## src/rtl/ggnh_ram.sv

```systemverilog
// Simple dual-port table memory: one write port, one registered read port.
module ggnh_ram #(
	parameter int WIDTH = 80,
	parameter int DEPTH = 32
) (
	input  logic                     clk,
	input  logic                     we,
	input  logic [$clog2(DEPTH)-1:0] waddr,
	input  logic [WIDTH-1:0]         wdata,
	input  logic [$clog2(DEPTH)-1:0] raddr,
	output logic [WIDTH-1:0]         rdata
);

	logic [WIDTH-1:0] mem [DEPTH];

	// write port
	always_ff @(posedge clk) begin
		if (we) begin
			mem[waddr] <= wdata;
		end
	end

	// registered read port
	always_ff @(posedge clk) begin
		rdata <= mem[raddr];
	end

endmodule

```

## config.mk

```make
export PLATFORM = sky130hd
export DESIGN_NAME = ggnh_ram
export DESIGN_NICKNAME = d
export VERILOG_FILES = /design/src/rtl/ggnh_ram.sv
export SDC_FILE = /design/constraint.sdc
export NUM_CORES = 2
export LEC_CHECK = 0
export BUFFER_PORTS_ARGS = -buffer_cell sky130_fd_sc_hd__buf_2
export CAP_MARGIN = 40
export CORE_MARGIN = 5
export CORE_UTILIZATION = 55
export DETAILED_ROUTE_END_ITERATION = 6
export MAX_ROUTING_LAYER = met4
export PLACE_DENSITY = 0.74
export SYNTH_ARGS = -nofsm -noshare
export SYNTH_HDL_FRONTEND = slang
export SYNTH_SLANG_ARGS = --single-unit
```

## constraint.sdc

```tcl
create_clock -name clk -period 4.45 [get_ports clk]
set_clock_uncertainty 0.1 [all_clocks]
set_input_delay 0.2225 -clock clk [delete_from_list [all_inputs] [get_ports clk]]
set_output_delay 0.2225 -clock clk [all_outputs]
set_load 0.01 [all_outputs]
```

==> results by group <==
Global routing
  – GRT overflow: 0
  – Largest net degree at the start of global routing: 129
  – Antenna violations before repair: 17
  – GRT Total Usage: 0.271
  – Vias in the first global route: 50800
  – First-pass GRT wire length: 354000 µm

Clocking
  – TritonCTS Buffers: 274
  – Resize count post-CTS: 0
  – Sink Count: 2640
  – Root buf cell: clkbuf_16
  – Worst-Skew Late Latency: 0.91 ns
  – CTS Buffer Depth: 4
  – Post-CTS Setup Bufs: 0
  – Clk slew on worst S/H paths: 0.06 ns
  – CTS tree: done
  – Htree depth: 5

Synth
  – Syn Nets: 4774
  – Leading area contributor after synthesis: edfxtp_1
  – Flops & latches, synth: 2640
  – EDFF count, synth: 2560
  – Synthesized area: 0.0989 mm²
  – Synth Flop Type: edfxtp_1
  – Yosys cell types: 32
  – Seq/Total Area, Yosys: 0.793
  – Synth async-reset ratio: 0
  – Yosys Warn Count: 0
  – Yosys top cell area share: 0.777
  – Post-synth top cells: 2560 x edfxtp_1, 640 x mux2i_1, 424 x a22oi_1
  – Most common cell in the synthesized netlist: edfxtp_1
  – Mapped Cells: 4682
  – Top cells by area, synth: edfxtp_1 78%, mux4_2 7.3%, mux2i_1 6.5%, a22oi_1 3.2%, dfxtp_1 1.6%
  – Avg Inst Size Synth: 21.1 µm²

Timing
  – Fin. Hold Viols: 0
  – RSZ-0062 raised after global routing: false
  – Max Slew Vio Count: 0
  – Fmax: 391 MHz
  – Slew HR: 0.270
  – Hold Slack: 0.0589 ns
  – Final setup fails: 0
  – Final worst-path cycle share: 0.574
  – Final critical-path required period: 2.56 ns
  – Worst Tran Pin Value: 1.10 ns

Drt
  – Routed WL per cell: 32.2 µm
  – DR pass1 iterations: 6
  – DR vias/cell: 6.54
  – Met3 WL: 25800 µm
  – # DRC: 0
  – Number of vias in the routed layout: 50300
  – ANT nets after route: 0
  – Top sig layer: met4
  – M1 wire length: 91400 µm
  – Metal2 WL: 122000 µm
  – Initial DRC count: 6959
  – WL final: 248000 µm

Placement
  – Number of port buffers: 171
  – HPWL after DPL: 124000 µm
  – GP Congestion: 0.762

Power and ir drop
  – Leakage: 0.0375 µW
  – P per Cell Area: 460 mW/mm²
  – Max VDD drop: 0.382 mV

Run status
  – Status: completed

Worst setup path
  – Slowest stage delay, CP: 0.58 ns
  – R2R depth: 4
  – CP cell instances: dlygate4sd3_1 > buf_8 > buf_12 > nor3_1 > buf_4 > a22oi_1 > nand4_1
  – WP data required: 5.13 ns
  – Critical setup path kind: in -> reg
  – Slowest CP cell: dlygate4sd3_1
  – Startpoint types: primary input
  – Crit-path max FO: 118
  – WP data arrival: 3.24 ns
  – Crit end category: flop

Finish
  – Share of layout cells above drive strength 1: 0.203
  – Final nets: 5215
  – Layout area overhead: 14.8%
  – Post-route core utilization: 0.635

Floorplan
  – DIE AREA: 0.188 mm²
  – Core footprint: 0.179 mm²
  – Die Y: 434 µm
  – Site Rows: 155
  – Starting Density: 0.554
  – # IOs: 172
  – Die W: 434 µm

Hold path
  – Hold depth: 3
  – Hold WC Path Type: in -> reg

Job
  – Max cap viols: 0
==> final cells by class <==
cell class / count / area, µm²
Sequential cell: 2640 / 78500
Fill cell: 11400 / 65100
Multi-Input combinational cell: 1779 / 19400
Clock buffer: 374 / 7630
Timing Repair Buffer: 427 / 4060
Tap cell: 2355 / 2950
Clock inverter: 102 / 922
Antenna cell: 15 / 37.5
Inverter: 1 / 3.75
==> per-stage QoR <==
stage	TNS [ns]	instance area [µm²]	setup slack, ns	std cells	total power [µW]
after floorplan	-356.77	98900	-0.389	4682	29600
after global placement	0	104000	1.47	7095	30600
after detailed placement	0	104000	1.41	7113	30700
after CTS	0	113000	2.07	7674	52500
after global routing	0	113000	1.93	7688	53700
final	0	114000	1.89	7693	52200
==> cells in the final DEF (no fill, tap or decap), drive strengths merged <==
cell	instances
a21oi	8
a22o	44
a22oi	424
a31oi	44
a32oi	4
and2	9
and3	1
and3b	1
buf	340
bufinv	17
clkbuf	374
clkinv	80
clkinvlp	3
dfxtp	80
diode	15
dlygate4sd3	87
edfxtp	2560
inv	3
mux2i	640
mux4	320
nand2	11
nand2b	1
nand3	152
nand3b	5
nand4	46
nor2	46
nor2b	15
nor3	5
or3	1
or3b	2
==> worst paths after layout <==
kind / to / from / slack (ns)
setup / recovery: rdata[35] / raddr[2] / 1.89
setup reg to reg: rdata[51] / mem[15][51] / 2.75
hold / removal: mem[29][42] / waddr[4] / 0.06
hold reg to reg: rdata[62] / mem[21][62] / 0.49
==> logic make-up after synthesis <==
family	synth area share
AO/OA/AOI/OAI	0.0396
flip-flops	0.793
multiplexers	0.138
AND/OR/NAND/NOR	0.0155
buffers and inverters	0.0138
==> state kept, by name (all words and copies together) (netlist names) <==
signal and cells:
mem 2560, rdata 80
==> layer usage <==
layer,vias up,global-route usage
li1,20500,-
met1,26100,0.358
met2,3126,0.426
met3,579,0.0580
met4,0,0.0933
met5,-,-
==> worst max-delay path: cells and delay by family <==
kind / cells / cell delay (ns)
buf+inv: 4 / 1.83
simple gates: 2 / 0.43
compound gates: 1 / 0.36
==> what timing repair did <==
item,4_1_cts,5_1_grt
hold buffers,85,2
hold endpoints to repair,2579,2
setup endpoints to repair,0,0
==> power breakdown <==
part	total, µW	internal [µW]	switching (µW)
registers	27800	27600	179
logic	2450	904	1550
clock network	22000	13000	9000
Note: power is estimated with default switching activity, not from simulation.
