--- config.mk ---
export PLATFORM = sky130hd
export DESIGN_NAME = ggnh_dist
export DESIGN_NICKNAME = d
export VERILOG_FILES = /design/src/rtl/ggnh_pkg.sv /design/src/rtl/ggnh_dist.sv
export SDC_FILE = /design/constraint.sdc
export NUM_CORES = 2
export LEC_CHECK = 0
export BUFFER_PORTS_ARGS = -buffer_cell sky130_fd_sc_hd__buf_2
export CORE_ASPECT_RATIO = 0.75
export CORE_MARGIN = 4
export CORE_UTILIZATION = 30
export CTS_CLUSTER_DIAMETER = 80
export DETAILED_ROUTE_END_ITERATION = 8
export PLACE_DENSITY = 0.55
export SLEW_MARGIN = 20
export SYNTH_ARGS = -nofsm -noshare
export SYNTH_HDL_FRONTEND = slang
export SYNTH_SLANG_ARGS = --single-unit
--- constraint.sdc ---
create_clock -name clk -period 6.8 [get_ports clk]
set_input_delay 1.7 -clock clk [delete_from_list [all_inputs] [get_ports clk]]
set_output_delay 1.7 -clock clk [all_outputs]
set_load 0.005 [all_outputs]
--- src/rtl/ggnh_pkg.sv ---
// Shared types and constants for the greedy geographic next-hop selector.
package ggnh_pkg;

	localparam int ADDR_W  = 32;
	localparam int COORD_W = 24;
	localparam int RAD_W   = 23;
	localparam int DIFF_W  = COORD_W + 1;
	localparam int SQ_W    = 2 * DIFF_W;
	localparam int D2_W    = SQ_W;
	localparam int RSQ_W   = 2 * RAD_W;

	// 10000 m in Q15.8
	localparam logic [RAD_W-1:0] RADIUS_RESET = 23'd2560000;

	// One neighbor entry, address in the low bits
	typedef struct packed {
		logic signed [COORD_W-1:0] y;
		logic signed [COORD_W-1:0] x;
		logic [ADDR_W-1:0]         addr;
	} nbr_entry_t;

	typedef enum logic [1:0] {
		FUNC_BEACON = 2'd0,
		FUNC_CLEAR  = 2'd1,
		FUNC_COPY   = 2'd2,
		FUNC_QUERY  = 2'd3
	} func_t;

	typedef enum logic [0:0] {
		CFG_SELF_ADDRESS  = 1'b0,
		CFG_SEARCH_RADIUS = 1'b1
	} cfg_reg_t;

	typedef enum logic [2:0] {
		ST_IDLE,
		ST_BEACON,
		ST_COPY,
		ST_QUERY,
		ST_DONE
	} state_t;

	// Result leaving the distance unit
	typedef struct packed {
		logic              vld;
		logic              busy;
		logic [D2_W-1:0]   d2;
		logic [ADDR_W-1:0] tag;
	} dist_out_t;

endpackage

--- src/rtl/ggnh_dist.sv ---
// Pipelined squared-distance unit: difference, square, sum.
module ggnh_dist (
	input  logic                                 clk,
	input  logic                                 arst_n,
	input  logic                                 in_vld,
	input  ggnh_pkg::nbr_entry_t                 nbr,
	input  logic signed [ggnh_pkg::COORD_W-1:0]  dest_x,
	input  logic signed [ggnh_pkg::COORD_W-1:0]  dest_y,
	output ggnh_pkg::dist_out_t                  res
);

	import ggnh_pkg::*;

	logic                     vld_s1, vld_s2, vld_s3;
	logic signed [DIFF_W-1:0] dx_s1, dy_s1;
	logic [ADDR_W-1:0]        tag_s1, tag_s2, tag_s3;
	logic [SQ_W-1:0]          sqx_s2, sqy_s2;
	logic [D2_W-1:0]          d2_s3;
	logic signed [SQ_W-1:0]   sqx, sqy;

	// track occupancy of each stage
	always_ff @(posedge clk or negedge arst_n) begin
		if (!arst_n) begin
			vld_s1 <= 1'b0;
			vld_s2 <= 1'b0;
			vld_s3 <= 1'b0;
		end else begin
			vld_s1 <= in_vld;
			vld_s2 <= vld_s1;
			vld_s3 <= vld_s2;
		end
	end

	// exact signed differences
	always_ff @(posedge clk) begin
		dx_s1  <= DIFF_W'(nbr.x) - DIFF_W'(dest_x);
		dy_s1  <= DIFF_W'(nbr.y) - DIFF_W'(dest_y);
		tag_s1 <= nbr.addr;
	end

	assign sqx = dx_s1 * dx_s1;
	assign sqy = dy_s1 * dy_s1;

	// squares, always non-negative
	always_ff @(posedge clk) begin
		sqx_s2 <= $unsigned(sqx);
		sqy_s2 <= $unsigned(sqy);
		tag_s2 <= tag_s1;
	end

	// sum fits since each square is at most 2^48
	always_ff @(posedge clk) begin
		d2_s3  <= sqx_s2 + sqy_s2;
		tag_s3 <= tag_s2;
	end

	assign res.vld  = vld_s3;
	assign res.busy = vld_s1 | vld_s2 | vld_s3;
	assign res.d2   = d2_s3;
	assign res.tag  = tag_s3;

endmodule

==> metrics.txt <==
hold wc startpoint tag_s2[21]$_DFF_P_; Setup crit start dy_s1[12]$_DFF_P_; Mean Syn Cell Area 9.80 µm²; critical path arrival 7.29 ns; register bit count reported by yosys 297; drt drc 0; crit path capture type register; # IOs 215; r2r worst-path depth 23; Final Max Slew Viols 0; fmax 147 MHz; Die H 367 µm; Synth Warn # 0; unique cell type count in the Yosys netlist 73; CP max FO 5; Setup CP Type register to register; status finished clean; cell area after layout 64200 µm²; register area 6080 µm²; TritonCTS clock tree done; Crit-path slowest cell fa_1; CP most frequent cell fa_1; number of flops mapped to enable cells by yosys 0; Reg-to-Reg Start dy_s1[12]$_DFF_P_; Max-slew headroom 0.434; worst-skew pair later-pin latency 0.61 ns; Buf/Inv on CP 5; synthesized net count 7018; Mapped Area 51700 µm²; cells along the critical path buf_12 > buf_16 > buf_4 > and2_1 > fa_1 > fa_1 > fa_1 > fa_1 > fa_1 > fa_1 > inv_1 > fa_1 > inv_1 > ha_4 > and4_4 > and4_4 > nand4_1 > o31ai_4 > o31a_1 > nand4_1 > nor4_4 > a211oi_2 > xnor2_1; GPL Wtd Cong 0.884; Hold Vio Cnt, Final 0; Hold Crit Depth 0; IO buf count 214; Clock Skew 0.0298 ns; R2R Setup Slk 0.003 ns; worst min-delay path category register to register; Root Buffer clkbuf_16; number of cells on the critical path 23; Post-synth ARST share 0.0101; routed len/inst 16.3 µm; via count 36962; first-pass GRT wire length 221000 µm; Worst-Margin Slew 0.846 ns; die area 179000 µm²; GRT Util Overall 0.156; Longest Clk Path Bufs 3; DR pass1 iterations 5; RSZ-0062 raised after global routing true; Routed WL 137000 µm; Mapped Cells 5275; Max-Cap Viols 0; Detail Route Antenna Nets 0; CTS Buf Count 42; share of layout cells above drive strength 1 0.222; post-synthesis sequential area ratio 0.115; final setup vio count 0; Worst Path Required 7.29 ns; Die W 487 µm; Worst setup endpoint sqy_s2[48]$_DFF_P_; DPL Wire Length 119000 µm; top cell family by delay on the critical path adder cells; Reg2Reg Capture Point sqy_s2[48]$_DFF_P_; largest net degree at the start of global routing 34; FP Rows 131; vias in the first global route 40501; initial antenna violation count 4; CP startpoint kind register; Worst-path clk slew 0.06 ns; CP max stage delay 0.59 ns; H-Tree Depth 2; vias per cell 4.40; placed cell areas 60200 µm²; Multi-input gate area 41000 µm²; drt initial violations 1707; Starting Density 0.303; # fillers 17028; area added between synthesis and finish 24.2%; Core Util, Final 0.376; core footprint 171000 µm²; CTS Sinks 297; grt total ovfl 0; Most used DFF post-synth dfxtp_1; final period utilization 1.00; Final #Nets 7837; minimum clock period 6.80 ns
## per-stage QoR
step | setup WS, ns | hold slack [ns] | setup TNS, ns | instances
after CTS | -0.0756 | 0.316 | -0.218 | 8328
after global routing | -0.193 | 0.327 | -1.23 | 8387
after global placement | -0.428 | 0.310 | -8.15 | 8226
final | 0.00294 | 0.319 | 0 | 8396
after floorplan | -0.0183 | 0.310 | -0.0183 | 5275
after detailed placement | -0.552 | 0.312 | -9.34 | 8226
## how the worst min path moves through the flow
stage / endpoint
after global placement: tag_s2[30]$_DFF_P_
after CTS: tag_s3[21]$_DFF_P_
final: tag_s3[21]$_DFF_P_
after floorplan: tag_s2[0]$_DFF_P_
after global routing: tag_s2[16]$_DFF_P_
after detailed placement: tag_s2[10]$_DFF_P_
## metal layers
metal  up-vias  routed length [µm]  global-route usage
li1      17324                   -                   -
met1     18757               65500               0.232
met2       752               60300               0.239
met3       127                8280              0.0254
met4         2                3010              0.0340
met5         -                  13                   0
## cell usage after synthesis, drive strengths merged, types with 57 or more instances
cell	number	area [µm²]
nor2b	57	357
and2	249	1560
a21oi	144	721
a21o	83	623
nand2	418	1570
clkbuf	125	469
o21ai	83	415
xor2	63	552
dfxtp	294	5890
nor2	129	484
inv	1475	5540
xnor2	148	1300
fa	1216	24300
ha	396	4950
## flip-flops by register name, summed over array words and instances (netlist names)
register / count
vld_s1: 1
dy_s1: 25
d2_s3: 50
tag_s3: 32
tag_s2: 32
vld_s3: 1
tag_s1: 32
sqy_s2: 49
sqx_s2: 49
dx_s1: 25
vld_s2: 1
## worst register-to-register path, delay by kind of cell (launching register included)
| kind | cells | cell delay (ns) |
|---|---|---|
| flops | 1 | 0.36 |
| compound gates | 3 | 0.59 |
| simple gates | 6 | 1.28 |
| fa+ha+maj | 8 | 3.79 |
| buf+inv | 5 | 0.54 |
| xor+xnor | 1 | 0.13 |
## final cells by class
class / instances / area share
antenna: 9 / 0.000351
clock buffer: 57 / 0.0183
clock inverter: 19 / 0.00392
inverter: 1475 / 0.0866
multi-input combinational: 3372 / 0.639
sequential: 297 / 0.0946
tap: 2261 / 0.0441
timing repair buffer: 906 / 0.113
## logic make-up (layout without fill, tap and decap cells)
group,count (synthesis),count (layout),synth area share
AOI/OAI and AO/OA,515,515,0.0664
muxes,4,4,0.000823
and+or+nand+nor,1030,1030,0.0977
adders and majority gates,1612,1612,0.567
DFF,297,297,0.115
xor gates and xnor gates,211,211,0.0358
other,0,9,0
buffers and inverters,1606,2457,0.117
## placed cells by master, fill, tap and decap left out, types with 10 or more instances in the layout
cell and n:
nand2b_1 26, buf_8 10, nand4_1 19, dfxtp_4 25, xnor2_1 144, o21ai_1 17, ha_4 25, fa_1 1165
a211oi_1 10, clkbuf_16 44, nor2_1 108, and2_1 217, o21bai_1 29, buf_6 43, nor2_2 12, dfxtp_2 17
nand2_1 380, inv_2 59, nand2_2 31, buf_12 51, a21o_1 83, buf_4 583, o211ai_1 20, a31oi_1 10
dfxtp_1 252, inv_1 1410, nand3_1 35, o21a_1 26, ha_1 365, xor2_1 63, nor2b_1 57, and2_4 31
o21ai_0 56, buf_2 214, and3_1 10, a21oi_1 123, nor3_1 27, a21oi_2 16, fa_2 51
## what timing repair did
item | in CTS | in global routing
hold buffers | 0 | 0
resized for setup | 126 | 384
endpoints found under the setup margin | 36 | 39
cloned | 2 | 2
pin swaps | 67 | 239
buffers inserted | 28 | 63
Power is left out: the tool's default activity adds up to more than one toggle a clock period on the data nets, which glitch-free logic cannot reach.
